$ cat src/hw/rtl/bsr_pkg.sv
// Types and constants shared by the brush stroke rasteriser.
// No dependencies; used by brush_stroke_rasterizer.
package bsr_pkg;

    localparam int COORD_W = 13;
    localparam int DELTA_W = 14;
    localparam int ERR_W   = 16;
    localparam int PIX_W   = 11;
    localparam int COLOR_W = 32;
    localparam int RAD_W   = 5;
    localparam int DIM_W   = 12;
    localparam int CFG_IDX_W = 2;

    typedef logic signed [COORD_W-1:0] coord_t;
    typedef logic signed [COORD_W:0]   coord_wide_t;
    typedef logic [DELTA_W-1:0]        delta_t;
    typedef logic signed [ERR_W-1:0]   err_t;

    typedef enum logic [1:0] {
        MODE_IDLE = 2'd0,
        MODE_DISC = 2'd1,
        MODE_LINE = 2'd2
    } mode_t;

    typedef enum logic [2:0] {
        OP_PRESS   = 3'd0,
        OP_RELEASE = 3'd1,
        OP_MOVE    = 3'd2,
        OP_LEAVE   = 3'd3,
        OP_STEP    = 3'd4
    } op_t;

    localparam logic [CFG_IDX_W-1:0] REG_BRUSH_RADIUS = 2'd0;
    localparam logic [CFG_IDX_W-1:0] REG_DRAW_COLOR   = 2'd1;
    localparam logic [CFG_IDX_W-1:0] REG_IMAGE_WIDTH  = 2'd2;
    localparam logic [CFG_IDX_W-1:0] REG_IMAGE_HEIGHT = 2'd3;

    localparam logic [RAD_W-1:0]   RADIUS_RESET = 5'd4;
    localparam logic [DIM_W-1:0]   DIM_RESET    = 12'd1024;

endpackage

$ cat src/hw/rtl/brush_stroke_rasterizer.sv
// Brush stroke rasteriser: pointer events in, one pixel-write word out per event.
// Depends on bsr_pkg (types, op and mode codes, register indexes).
//
// Usage:
//   Input channel (in_valid/in_stall) carries one event word: operation,
//   left_button, point_x, point_y. A left press stamps a disc; a release or a
//   move while pressed walks a Bresenham line to the new point, stamping a disc
//   at each point but the end with the higher major-axis coordinate. Each step
//   tick scans one pixel of the current disc's clipped box and may write it.
//   Output channel (out_valid/out_stall) returns exactly one word per event:
//   write_valid, pixel_x, pixel_y, pixel_color, busy_res, event_dropped.
//   Config channel (cfg_valid/cfg_ready, always ready) writes brush_radius,
//   draw_color, image_width and image_height by index; write only when idle.
// Timing:
//   Result is registered and appears in the cycle after the event is accepted. One event
//   per cycle is accepted unless stalled, set by the single state update and output register.
//   When the receiver stalls, the held result stays and in_stall rises in the
//   same cycle; acceptance resumes in the cycle the result is taken.
// Reset: stroke state idle, not pressed, last point (-1,-1), registers to
//   radius 4, colour 0, canvas 1024 x 1024; no result pending.
module brush_stroke_rasterizer #(
    parameter int IMAGE_DIM_MAX = 2048,
    parameter int RADIUS_MAX    = 20
) (
    input  logic                             clk,
    input  logic                             rst_n,

    input  logic                             in_valid,
    output logic                             in_stall,
    input  logic [2:0]                       operation,
    input  logic                             left_button,
    input  logic signed [bsr_pkg::COORD_W-1:0] point_x,
    input  logic signed [bsr_pkg::COORD_W-1:0] point_y,

    output logic                             out_valid,
    input  logic                             out_stall,
    output logic                             write_valid,
    output logic [bsr_pkg::PIX_W-1:0]        pixel_x,
    output logic [bsr_pkg::PIX_W-1:0]        pixel_y,
    output logic [bsr_pkg::COLOR_W-1:0]      pixel_color,
    output logic                             busy_res,
    output logic                             event_dropped,

    input  logic                             cfg_valid,
    output logic                             cfg_ready,
    input  logic [bsr_pkg::CFG_IDX_W-1:0]    cfg_index,
    input  logic [bsr_pkg::COLOR_W-1:0]      cfg_data
);

    localparam int R_CAP   = (RADIUS_MAX > 31) ? 31 : RADIUS_MAX;
    localparam int DIM_CAP = (IMAGE_DIM_MAX > 4095) ? 4095 : IMAGE_DIM_MAX;

    // configuration registers
    logic [bsr_pkg::RAD_W-1:0]   brush_radius_reg;
    logic [bsr_pkg::COLOR_W-1:0] draw_color_reg;
    logic [bsr_pkg::DIM_W-1:0]   image_width_reg;
    logic [bsr_pkg::DIM_W-1:0]   image_height_reg;

    // stroke state
    logic            pressed_reg, pressed_next;
    bsr_pkg::coord_t current_x_reg, current_x_next;
    bsr_pkg::coord_t current_y_reg, current_y_next;
    bsr_pkg::coord_t line_major_reg, line_major_next;
    bsr_pkg::coord_t line_minor_reg, line_minor_next;
    bsr_pkg::coord_t line_end_major_reg, line_end_major_next;
    bsr_pkg::delta_t line_delta_major_reg, line_delta_major_next;
    bsr_pkg::delta_t line_delta_minor_reg, line_delta_minor_next;
    bsr_pkg::err_t   line_error_reg, line_error_next;
    logic            line_minor_down_reg, line_minor_down_next;
    logic            line_steep_reg, line_steep_next;
    bsr_pkg::coord_t disc_center_x_reg, disc_center_x_next;
    bsr_pkg::coord_t disc_center_y_reg, disc_center_y_next;
    bsr_pkg::coord_t scan_x_reg, scan_x_next;
    bsr_pkg::coord_t scan_y_reg, scan_y_next;
    bsr_pkg::mode_t  mode_reg, mode_next;

    // result register
    logic                        out_valid_reg;
    logic                        write_valid_reg;
    logic [bsr_pkg::PIX_W-1:0]   pixel_x_reg;
    logic [bsr_pkg::PIX_W-1:0]   pixel_y_reg;
    logic [bsr_pkg::COLOR_W-1:0] pixel_color_reg;
    logic                        busy_res_reg;
    logic                        event_dropped_reg;

    logic accept;
    logic is_event;
    logic step_write;
    logic dropped;

    // live clipped parameters
    logic [bsr_pkg::RAD_W-1:0] r_eff;
    logic [bsr_pkg::DIM_W-1:0] w_eff;
    logic [bsr_pkg::DIM_W-1:0] h_eff;

    // box of the current disc
    bsr_pkg::coord_wide_t box_xlo, box_xhi, box_ylo, box_yhi;
    bsr_pkg::coord_wide_t sx_wide, sy_wide, sx_inc, sx_adv, sy_adv;
    logic                 box_empty;
    logic                 row_wrap;
    logic                 disc_end;
    logic [bsr_pkg::DELTA_W-1:0]   dist_x, dist_y;
    logic [2*bsr_pkg::DELTA_W:0]   dist_sq;
    logic [2*bsr_pkg::RAD_W-1:0]   r_sq;

    // line setup from the previous point to the new one
    bsr_pkg::coord_wide_t  ls_dx, ls_dy;
    bsr_pkg::delta_t       ls_adx, ls_ady;
    logic                  ls_steep;
    bsr_pkg::coord_t       ls_a1, ls_b1, ls_a2, ls_b2;
    logic                  ls_swap;
    bsr_pkg::coord_t       ls_maj_lo, ls_min_lo, ls_maj_hi, ls_min_hi;
    bsr_pkg::coord_wide_t  ls_dmin_s;
    bsr_pkg::delta_t       ls_dmaj, ls_dmin;
    logic                  ls_run;
    bsr_pkg::coord_t       ls_cx, ls_cy;

    // advance along an active line after a disc completes
    logic signed [bsr_pkg::ERR_W:0] ln_err_sub, ln_err_fix;
    logic                           ln_err_neg;
    bsr_pkg::coord_t                ln_minor, ln_major;
    logic                           ln_run;
    bsr_pkg::coord_t                ln_cx, ln_cy;

    function automatic bsr_pkg::coord_t box_low(input bsr_pkg::coord_t c,
                                                input logic [bsr_pkg::RAD_W-1:0] r);
        bsr_pkg::coord_wide_t v;
        v = bsr_pkg::coord_wide_t'(c) - $signed({9'b0, r});
        return (v < 0) ? '0 : v[bsr_pkg::COORD_W-1:0];
    endfunction

    function automatic bsr_pkg::coord_wide_t box_high(input bsr_pkg::coord_t c,
                                                      input logic [bsr_pkg::RAD_W-1:0] r,
                                                      input logic [bsr_pkg::DIM_W-1:0] lim);
        bsr_pkg::coord_wide_t v;
        bsr_pkg::coord_wide_t l;
        v = bsr_pkg::coord_wide_t'(c) + $signed({9'b0, r});
        l = $signed({2'b00, lim});
        return (v > l) ? l : v;
    endfunction

    function automatic bsr_pkg::delta_t abs_wide(input bsr_pkg::coord_wide_t v);
        return (v < 0) ? bsr_pkg::delta_t'(-v) : bsr_pkg::delta_t'(v);
    endfunction

    assign accept    = in_valid && !in_stall;
    assign in_stall  = out_valid_reg && out_stall;
    assign cfg_ready = 1'b1;
    assign is_event  = operation inside {bsr_pkg::OP_PRESS, bsr_pkg::OP_RELEASE,
                                         bsr_pkg::OP_MOVE, bsr_pkg::OP_LEAVE};

    assign r_eff = (brush_radius_reg > bsr_pkg::RAD_W'(R_CAP)) ?
                   bsr_pkg::RAD_W'(R_CAP) : brush_radius_reg;
    assign w_eff = (image_width_reg > bsr_pkg::DIM_W'(DIM_CAP)) ?
                   bsr_pkg::DIM_W'(DIM_CAP) : image_width_reg;
    assign h_eff = (image_height_reg > bsr_pkg::DIM_W'(DIM_CAP)) ?
                   bsr_pkg::DIM_W'(DIM_CAP) : image_height_reg;

    // scan of the current disc box
    always_comb
    begin
        box_xlo   = bsr_pkg::coord_wide_t'(box_low(disc_center_x_reg, r_eff));
        box_ylo   = bsr_pkg::coord_wide_t'(box_low(disc_center_y_reg, r_eff));
        box_xhi   = box_high(disc_center_x_reg, r_eff, w_eff);
        box_yhi   = box_high(disc_center_y_reg, r_eff, h_eff);
        sx_wide   = bsr_pkg::coord_wide_t'(scan_x_reg);
        sy_wide   = bsr_pkg::coord_wide_t'(scan_y_reg);
        box_empty = (box_xlo >= box_xhi) || (sy_wide >= box_yhi);
        dist_x    = abs_wide(bsr_pkg::coord_wide_t'(disc_center_x_reg) - sx_wide);
        dist_y    = abs_wide(bsr_pkg::coord_wide_t'(disc_center_y_reg) - sy_wide);
        dist_sq   = (2*bsr_pkg::DELTA_W+1)'(dist_x * dist_x)
                  + (2*bsr_pkg::DELTA_W+1)'(dist_y * dist_y);
        r_sq      = (2*bsr_pkg::RAD_W)'(r_eff * r_eff);
        step_write = !box_empty && (sx_wide < box_xhi)
                   && (dist_sq <= (2*bsr_pkg::DELTA_W+1)'(r_sq));
        sx_inc    = sx_wide + 14'sd1;
        row_wrap  = (sx_inc >= box_xhi);
        sx_adv    = row_wrap ? box_xlo : sx_inc;
        sy_adv    = row_wrap ? (sy_wide + 14'sd1) : sy_wide;
        disc_end  = box_empty || (sy_adv >= box_yhi);
    end

    // line setup: order the end points along the major axis
    always_comb
    begin
        ls_dx     = bsr_pkg::coord_wide_t'(point_x) - bsr_pkg::coord_wide_t'(current_x_reg);
        ls_dy     = bsr_pkg::coord_wide_t'(point_y) - bsr_pkg::coord_wide_t'(current_y_reg);
        ls_adx    = abs_wide(ls_dx);
        ls_ady    = abs_wide(ls_dy);
        ls_steep  = ls_ady > ls_adx;
        ls_a1     = ls_steep ? current_y_reg : current_x_reg;
        ls_b1     = ls_steep ? current_x_reg : current_y_reg;
        ls_a2     = ls_steep ? point_y : point_x;
        ls_b2     = ls_steep ? point_x : point_y;
        ls_swap   = ls_a1 > ls_a2;
        ls_maj_lo = ls_swap ? ls_a2 : ls_a1;
        ls_min_lo = ls_swap ? ls_b2 : ls_b1;
        ls_maj_hi = ls_swap ? ls_a1 : ls_a2;
        ls_min_hi = ls_swap ? ls_b1 : ls_b2;
        ls_dmaj   = bsr_pkg::delta_t'(bsr_pkg::coord_wide_t'(ls_maj_hi)
                                    - bsr_pkg::coord_wide_t'(ls_maj_lo));
        ls_dmin_s = bsr_pkg::coord_wide_t'(ls_min_hi) - bsr_pkg::coord_wide_t'(ls_min_lo);
        ls_dmin   = abs_wide(ls_dmin_s);
        ls_run    = ls_maj_lo < ls_maj_hi;
        ls_cx     = ls_steep ? ls_min_lo : ls_maj_lo;
        ls_cy     = ls_steep ? ls_maj_lo : ls_min_lo;
    end

    // next line point: doubled integer error keeps the walk exact
    always_comb
    begin
        ln_err_sub = (bsr_pkg::ERR_W+1)'(line_error_reg)
                   - $signed({2'b00, line_delta_minor_reg, 1'b0});
        ln_err_neg = ln_err_sub < 0;
        ln_err_fix = ln_err_neg ?
                     (ln_err_sub + $signed({2'b00, line_delta_major_reg, 1'b0})) :
                     ln_err_sub;
        if (!ln_err_neg)
        begin
            ln_minor = line_minor_reg;
        end
        else if (line_minor_down_reg)
        begin
            ln_minor = line_minor_reg - 13'sd1;
        end
        else
        begin
            ln_minor = line_minor_reg + 13'sd1;
        end
        ln_major = line_major_reg + 13'sd1;
        ln_run   = ln_major < line_end_major_reg;
        ln_cx    = line_steep_reg ? ln_minor : ln_major;
        ln_cy    = line_steep_reg ? ln_major : ln_minor;
    end

    // next state
    always_comb
    begin
        pressed_next          = pressed_reg;
        current_x_next        = current_x_reg;
        current_y_next        = current_y_reg;
        line_major_next       = line_major_reg;
        line_minor_next       = line_minor_reg;
        line_end_major_next   = line_end_major_reg;
        line_delta_major_next = line_delta_major_reg;
        line_delta_minor_next = line_delta_minor_reg;
        line_error_next       = line_error_reg;
        line_minor_down_next  = line_minor_down_reg;
        line_steep_next       = line_steep_reg;
        disc_center_x_next    = disc_center_x_reg;
        disc_center_y_next    = disc_center_y_reg;
        scan_x_next           = scan_x_reg;
        scan_y_next           = scan_y_reg;
        mode_next             = mode_reg;

        if (accept && !(is_event && mode_reg != bsr_pkg::MODE_IDLE))
        begin
            case (bsr_pkg::op_t'(operation))
                bsr_pkg::OP_PRESS:
                begin
                    if (left_button)
                    begin
                        pressed_next       = 1'b1;
                        current_x_next     = point_x;
                        current_y_next     = point_y;
                        mode_next          = bsr_pkg::MODE_DISC;
                        disc_center_x_next = point_x;
                        disc_center_y_next = point_y;
                        scan_x_next        = box_low(point_x, r_eff);
                        scan_y_next        = box_low(point_y, r_eff);
                    end
                end
                bsr_pkg::OP_RELEASE, bsr_pkg::OP_MOVE:
                begin
                    if (pressed_reg)
                    begin
                        if (operation == bsr_pkg::OP_RELEASE)
                        begin
                            pressed_next = 1'b0;
                        end
                        current_x_next        = point_x;
                        current_y_next        = point_y;
                        line_steep_next       = ls_steep;
                        line_delta_major_next = ls_dmaj;
                        line_delta_minor_next = ls_dmin;
                        line_minor_down_next  = !(ls_min_lo < ls_min_hi);
                        line_error_next       = bsr_pkg::err_t'({2'b00, ls_dmaj});
                        line_major_next       = ls_maj_lo;
                        line_minor_next       = ls_min_lo;
                        line_end_major_next   = ls_maj_hi;
                        if (ls_run)
                        begin
                            mode_next          = bsr_pkg::MODE_LINE;
                            disc_center_x_next = ls_cx;
                            disc_center_y_next = ls_cy;
                            scan_x_next        = box_low(ls_cx, r_eff);
                            scan_y_next        = box_low(ls_cy, r_eff);
                        end
                        else
                        begin
                            mode_next = bsr_pkg::MODE_IDLE;
                        end
                    end
                end
                bsr_pkg::OP_LEAVE:
                begin
                    pressed_next = 1'b0;
                end
                bsr_pkg::OP_STEP:
                begin
                    if (mode_reg != bsr_pkg::MODE_IDLE)
                    begin
                        if (!box_empty)
                        begin
                            scan_x_next = sx_adv[bsr_pkg::COORD_W-1:0];
                            scan_y_next = sy_adv[bsr_pkg::COORD_W-1:0];
                        end
                        if (disc_end)
                        begin
                            if (mode_reg != bsr_pkg::MODE_LINE)
                            begin
                                mode_next = bsr_pkg::MODE_IDLE;
                            end
                            else
                            begin
                                line_error_next = ln_err_fix[bsr_pkg::ERR_W-1:0];
                                line_minor_next = ln_minor;
                                line_major_next = ln_major;
                                if (ln_run)
                                begin
                                    disc_center_x_next = ln_cx;
                                    disc_center_y_next = ln_cy;
                                    scan_x_next        = box_low(ln_cx, r_eff);
                                    scan_y_next        = box_low(ln_cy, r_eff);
                                end
                                else
                                begin
                                    mode_next = bsr_pkg::MODE_IDLE;
                                end
                            end
                        end
                    end
                end
                default:
                begin
                end
            endcase
        end
    end

    // result fields
    always_comb
    begin
        dropped = is_event && (mode_reg != bsr_pkg::MODE_IDLE);
    end

    always_ff @(posedge clk or negedge rst_n)
    begin
        if (!rst_n)
        begin
            brush_radius_reg <= bsr_pkg::RADIUS_RESET;
            draw_color_reg   <= '0;
            image_width_reg  <= bsr_pkg::DIM_RESET;
            image_height_reg <= bsr_pkg::DIM_RESET;
        end
        else if (cfg_valid && cfg_ready)
        begin
            case (cfg_index)
                bsr_pkg::REG_BRUSH_RADIUS: brush_radius_reg <= cfg_data[bsr_pkg::RAD_W-1:0];
                bsr_pkg::REG_DRAW_COLOR:   draw_color_reg   <= cfg_data;
                bsr_pkg::REG_IMAGE_WIDTH:  image_width_reg  <= cfg_data[bsr_pkg::DIM_W-1:0];
                bsr_pkg::REG_IMAGE_HEIGHT: image_height_reg <= cfg_data[bsr_pkg::DIM_W-1:0];
                default:
                begin
                end
            endcase
        end
    end

    always_ff @(posedge clk or negedge rst_n)
    begin
        if (!rst_n)
        begin
            pressed_reg          <= 1'b0;
            current_x_reg        <= '1;
            current_y_reg        <= '1;
            line_major_reg       <= '0;
            line_minor_reg       <= '0;
            line_end_major_reg   <= '0;
            line_delta_major_reg <= '0;
            line_delta_minor_reg <= '0;
            line_error_reg       <= '0;
            line_minor_down_reg  <= 1'b0;
            line_steep_reg       <= 1'b0;
            disc_center_x_reg    <= '0;
            disc_center_y_reg    <= '0;
            scan_x_reg           <= '0;
            scan_y_reg           <= '0;
            mode_reg             <= bsr_pkg::MODE_IDLE;
        end
        else
        begin
            pressed_reg          <= pressed_next;
            current_x_reg        <= current_x_next;
            current_y_reg        <= current_y_next;
            line_major_reg       <= line_major_next;
            line_minor_reg       <= line_minor_next;
            line_end_major_reg   <= line_end_major_next;
            line_delta_major_reg <= line_delta_major_next;
            line_delta_minor_reg <= line_delta_minor_next;
            line_error_reg       <= line_error_next;
            line_minor_down_reg  <= line_minor_down_next;
            line_steep_reg       <= line_steep_next;
            disc_center_x_reg    <= disc_center_x_next;
            disc_center_y_reg    <= disc_center_y_next;
            scan_x_reg           <= scan_x_next;
            scan_y_reg           <= scan_y_next;
            mode_reg             <= mode_next;
        end
    end

    // hold the result until taken; load a new one on every accepted word
    always_ff @(posedge clk or negedge rst_n)
    begin
        if (!rst_n)
        begin
            out_valid_reg <= 1'b0;
        end
        else if (accept)
        begin
            out_valid_reg <= 1'b1;
        end
        else if (!out_stall)
        begin
            out_valid_reg <= 1'b0;
        end
    end

    always_ff @(posedge clk)
    begin
        if (accept)
        begin
            write_valid_reg   <= (operation == bsr_pkg::OP_STEP)
                                 && (mode_reg != bsr_pkg::MODE_IDLE) && step_write;
            pixel_x_reg       <= '0;
            pixel_y_reg       <= '0;
            pixel_color_reg   <= '0;
            if ((operation == bsr_pkg::OP_STEP) && (mode_reg != bsr_pkg::MODE_IDLE)
                && step_write)
            begin
                pixel_x_reg     <= scan_x_reg[bsr_pkg::PIX_W-1:0];
                pixel_y_reg     <= scan_y_reg[bsr_pkg::PIX_W-1:0];
                pixel_color_reg <= draw_color_reg;
            end
            busy_res_reg      <= (mode_next != bsr_pkg::MODE_IDLE);
            event_dropped_reg <= dropped;
        end
    end

    assign out_valid     = out_valid_reg;
    assign write_valid   = write_valid_reg;
    assign pixel_x       = pixel_x_reg;
    assign pixel_y       = pixel_y_reg;
    assign pixel_color   = pixel_color_reg;
    assign busy_res      = busy_res_reg;
    assign event_dropped = event_dropped_reg;

    // a dropped event never writes a pixel
    assert property (@(posedge clk) disable iff (!rst_n)
        out_valid_reg |-> !(event_dropped_reg && write_valid_reg))
        else $error("dropped event produced a pixel write");

    // a step tick while idle writes nothing
    assert property (@(posedge clk) disable iff (!rst_n)
        (accept && operation == bsr_pkg::OP_STEP && mode_reg == bsr_pkg::MODE_IDLE)
        |=> !write_valid_reg)
        else $error("pixel written while idle");

    // busy flag follows the stroke mode left by the word
    assert property (@(posedge clk) disable iff (!rst_n)
        accept |=> (busy_res_reg == (mode_reg != bsr_pkg::MODE_IDLE)))
        else $error("busy flag disagrees with stroke mode");

    // nothing is dropped while idle
    assert property (@(posedge clk) disable iff (!rst_n)
        (accept && mode_reg == bsr_pkg::MODE_IDLE) |=> !event_dropped_reg)
        else $error("event dropped while idle");

endmodule
$ cat config.mk
export PLATFORM = sky130hd
export DESIGN_NAME = brush_stroke_rasterizer
export DESIGN_NICKNAME = d
export VERILOG_FILES = /design/src/hw/rtl/bsr_pkg.sv /design/src/hw/rtl/brush_stroke_rasterizer.sv
export SDC_FILE = /design/constraint.sdc
export NUM_CORES = 2
export LEC_CHECK = 0
export BUFFER_PORTS_ARGS = -buffer_cell sky130_fd_sc_hd__buf_2
export CORE_ASPECT_RATIO = 0.75
export CORE_UTILIZATION = 60
export DETAILED_ROUTE_END_ITERATION = 8
export GPL_ROUTABILITY_DRIVEN = 0
export GPL_TIMING_DRIVEN = 0
export PLACE_DENSITY_LB_ADDON = 0.2
export RECOVER_POWER = 50
export SETUP_SLACK_MARGIN = 0.4
export SYNTH_ARGS = -nofsm -noshare
export SYNTH_HDL_FRONTEND = slang
export SYNTH_SLANG_ARGS = --single-unit
$ cat constraint.sdc
create_clock -name clk -period 28.5 [get_ports clk]
set_input_delay 2.85 -clock clk [delete_from_list [all_inputs] [get_ports clk]]
set_output_delay 2.85 -clock clk [all_outputs]
set_load 0.01 [all_outputs]
==> impl_metrics.py <==
metrics = {
    "grt": {
        "grt_pass1_vias": 35800,
        "gr-total-overflow": 0,
        "antenna_found_initial": 7,
        "grt_usage_pct": 40.3,
        "grt_max_degree": 119,
        "grt_pass1_wl_mm": 210,
    },
    "worst_setup_path": {
        "required_ns": 29.01,
        "slowest_stage": "o21ai_0",
        "critical_path.most_common_cell": "o21ai_0",
        "end_kind": "flip-flop",
        "max_stage_delay_ns": 1.00,
        "crit_type": "in -> reg",
        "crit_path_max_fanout": 10,
        "start_kind": "input pin",
        "arrival_ns": 18.00,
    },
    "synthesis": {
        "syn_avg_cell_area_sq_um": 8.36,
        "synth_edf_count": 57,
        "yosysWarningCount": 0,
        "seq_area_frac_synth_pct": 18.3,
        "syn_area_sq_mm": 0.0406,
        "syn_inst": 4861,
        "async_reset_ff_share_pct": 79.9,
        "ys_types": 99,
        "yosys_most_used_dff": "dfrtp_1",
        "yosys_register_bits": 284,
    },
    "clock_network": {
        "cts_tree": "yes",
        "post_cts_buffers": 0,
        "ctsResizeCount": 0,
        "clk_latency_ns": 0.67,
        "htreeDepth": 1,
        "clkTransAtPathRegs_ns": 0.07,
        "cts_inserted_buffers": 30,
        "clock_path_buffers": 3,
        "root_buffer": "clkbuf_16",
        "hold_buffers": 0,
        "clock-sinks": 284,
    },
    "drt": {
        "drcViolationCount": 203,
        "dr.pass1.iters": 9,
        "wl_per_cell_microns": 23.5,
        "vias": 38300,
        "ant_nets": 0,
        "via_per_inst": 6.44,
        "first_iter_violations": 5463,
        "wl_mm": 140,
    },
    "worst_hold_path": {
        "holdCritPathClass": "reg -> reg",
    },
    "place": {
        "place_area_sq_mm": 0.0426,
        "dp_hpwl_mm": 113,
        "dp_cells": 5897,
        "numPortBuffers": 127,
    },
    "final_layout": {
        "stdcell_count": 5955,
        "fin_area_sq_mm": 0.0435,
        "finalCoreUtilization_pct": 65.1,
        "drive_gt1_share_pct": 8.20,
        "nets": 5880,
        "syn_to_final_growth_pct": 7.12,
    },
    "sta": {
        "maxSlewHeadroom_pct": -337,
        "fin_skew_ns": 0.0876,
        "finalHoldViolCount": 0,
        "grt_setup_unrepaired": "no",
        "setup_viol": 0,
        "finalSetupTns_ns": 0,
        "slew_viol_final": 289,
        "timing.fmax_mhz": 57.2,
        "fin_crit_ns": 17.49,
        "worstMarginPinSlew_ns": 6.55,
        "fin_crit_sh_pct": 61.4,
    },
    "die": {
        "floorplan.initialDensity_pct": 60.8,
        "fp-row-count": 82,
        "dieArea_sq_mm": 0.0688,
        "die_w_microns": 303,
        "die_h_microns": 227,
        "core_area_sq_mm": 0.0669,
        "io_pins": 129,
    },
    "run_status": {
        "status": "finished with violations",
        "violations": "design-rule violations, max-capacitance violations, max-slew violations",
    },
    "flow_run": {
        "drv_cap": 4,
    },
}
cell type report:
type                    instances  area [sq um]
plain buffers                 201           835
clock buffers                  35           801
well taps                     882          1100
inverters                     604          2270
repair buffers                132           658
clock inverters                21           204
multi-input cells            3794         30200
flip-flops and latches        284          7430
diodes                          2          5.00
fillers                      5679         23400
layout by cell type, fill, tap and decap left out, types with 28 or more instances in the layout:
master,Yosys,routed
inv_1,598,598
nor2_1,505,505
ha_1,450,450
nand2_1,424,424
fa_1,314,314
a21oi_1,252,251
o21ai_0,244,243
dfrtp_1,198,198
xnor2_1,185,183
clkbuf_1,159,171
buf_2,16,140
nand3_1,134,134
mux2_2,102,102
xor2_1,98,97
nor3_1,89,89
a21o_1,82,82
nor2b_1,67,67
mux2i_1,66,66
edfxtp_1,57,57
a31oi_1,51,51
nand2b_1,51,51
a211oi_1,41,41
or3_1,39,39
o211ai_1,36,36
nand4_1,34,34
o21a_1,32,32
clkbuf_16,0,31
dfstp_2,29,29
nor4_1,29,28
or2_2,28,28
critical path: cells and delay by family:
kind                     cells  cell delay (ns)
XOR/XNOR                     2             0.58
AND/OR/NAND/NOR              9             2.11
buffers and inverters       12             4.00
adder cells (fa/ha/maj)      6             2.14
AO/OA/AOI/OAI               22             6.31
routing by layer:
layer | track usage [%] | vias to the layer above | wire, microns
met5 | 3.50 | - | 362
met4 | 12.8 | 14 | 5980
met3 | 18.1 | 536 | 22500
met2 | 53.8 | 2483 | 52900
met1 | 57.1 | 18200 | 58400
li1 | - | 17100 | -
cells in the mapped netlist, types with 12 or more instances:
| library cell | n | area [sq um] |
|---|---|---|
| xnor2_1 | 185 | 1620 |
| inv_1 | 598 | 2240 |
| mux2i_1 | 66 | 661 |
| a221oi_1 | 19 | 166 |
| o22ai_1 | 15 | 93.8 |
| ha_1 | 450 | 5630 |
| nor3b_1 | 13 | 97.6 |
| o21a_1 | 32 | 240 |
| o31ai_1 | 20 | 150 |
| nand3_1 | 134 | 671 |
| a21o_1 | 82 | 616 |
| nor2_1 | 505 | 1900 |
| o21ai_1 | 15 | 75.1 |
| a31o_2 | 12 | 105 |
| mux2_2 | 102 | 1150 |
| clkbuf_1 | 159 | 597 |
| o211ai_1 | 36 | 270 |
| buf_2 | 16 | 80.1 |
| a211oi_1 | 41 | 308 |
| fa_1 | 314 | 6290 |
| and3_1 | 25 | 156 |
| or2_2 | 28 | 175 |
| xor2_1 | 98 | 858 |
| nor3_1 | 89 | 445 |
| nor4_1 | 29 | 181 |
| a222oi_1 | 15 | 150 |
| nand4_1 | 34 | 213 |
| edfxtp_1 | 57 | 1710 |
| dfrtp_1 | 198 | 4950 |
| a22oi_1 | 15 | 113 |
| a2111oi_0 | 23 | 201 |
| o21ai_0 | 244 | 1220 |
| a21oi_1 | 252 | 1260 |
| nand2_1 | 424 | 1590 |
| buf_1 | 16 | 60.1 |
| nand2b_1 | 51 | 319 |
| nor2b_1 | 67 | 419 |
| o31a_1 | 12 | 105 |
| or3_1 | 39 | 244 |
| a21boi_0 | 18 | 135 |
| dfstp_2 | 29 | 762 |
| and2_1 | 24 | 150 |
| o21bai_1 | 21 | 158 |
| a31oi_1 | 51 | 319 |
metrics by stage:
step / hold slack, ns / setup WS, ns
after floorplan: 0.450 / 15.19
after global placement: 0.464 / 11.94
after detailed placement: 0.470 / 11.89
after CTS: 0.484 / 12.42
after global routing: 0.499 / 10.85
final: 0.474 / 11.01
path summary, 6_finish.rpt:
path,start,end,slack (ns),cells after the start
setup / recovery,point_x[0],line_delta_minor_reg[13],11.01,51
hold / removal,line_delta_minor_reg[6],line_delta_minor_reg[6],0.47,2
min in group asynchronous,rst_n,current_y_reg[1],2.22,1
hold reg to reg,line_delta_minor_reg[6],line_delta_minor_reg[6],0.47,2
setup reg to reg,current_x_reg[1],line_delta_minor_reg[13],13.14,48
max in group asynchronous,rst_n,disc_center_x_reg[2],19.89,2
cell families after synthesis:
family | synth area share (%)
other cells | 0.0185
compound gates | 17.0
fa+ha+maj | 29.3
buf+inv | 7.63
mux | 4.70
flops | 18.3
simple gates | 17.0
xor+xnor | 6.10
Power is not shown: default switching activity piles up to over one toggle a cycle in this logic, so the estimate is an artifact.
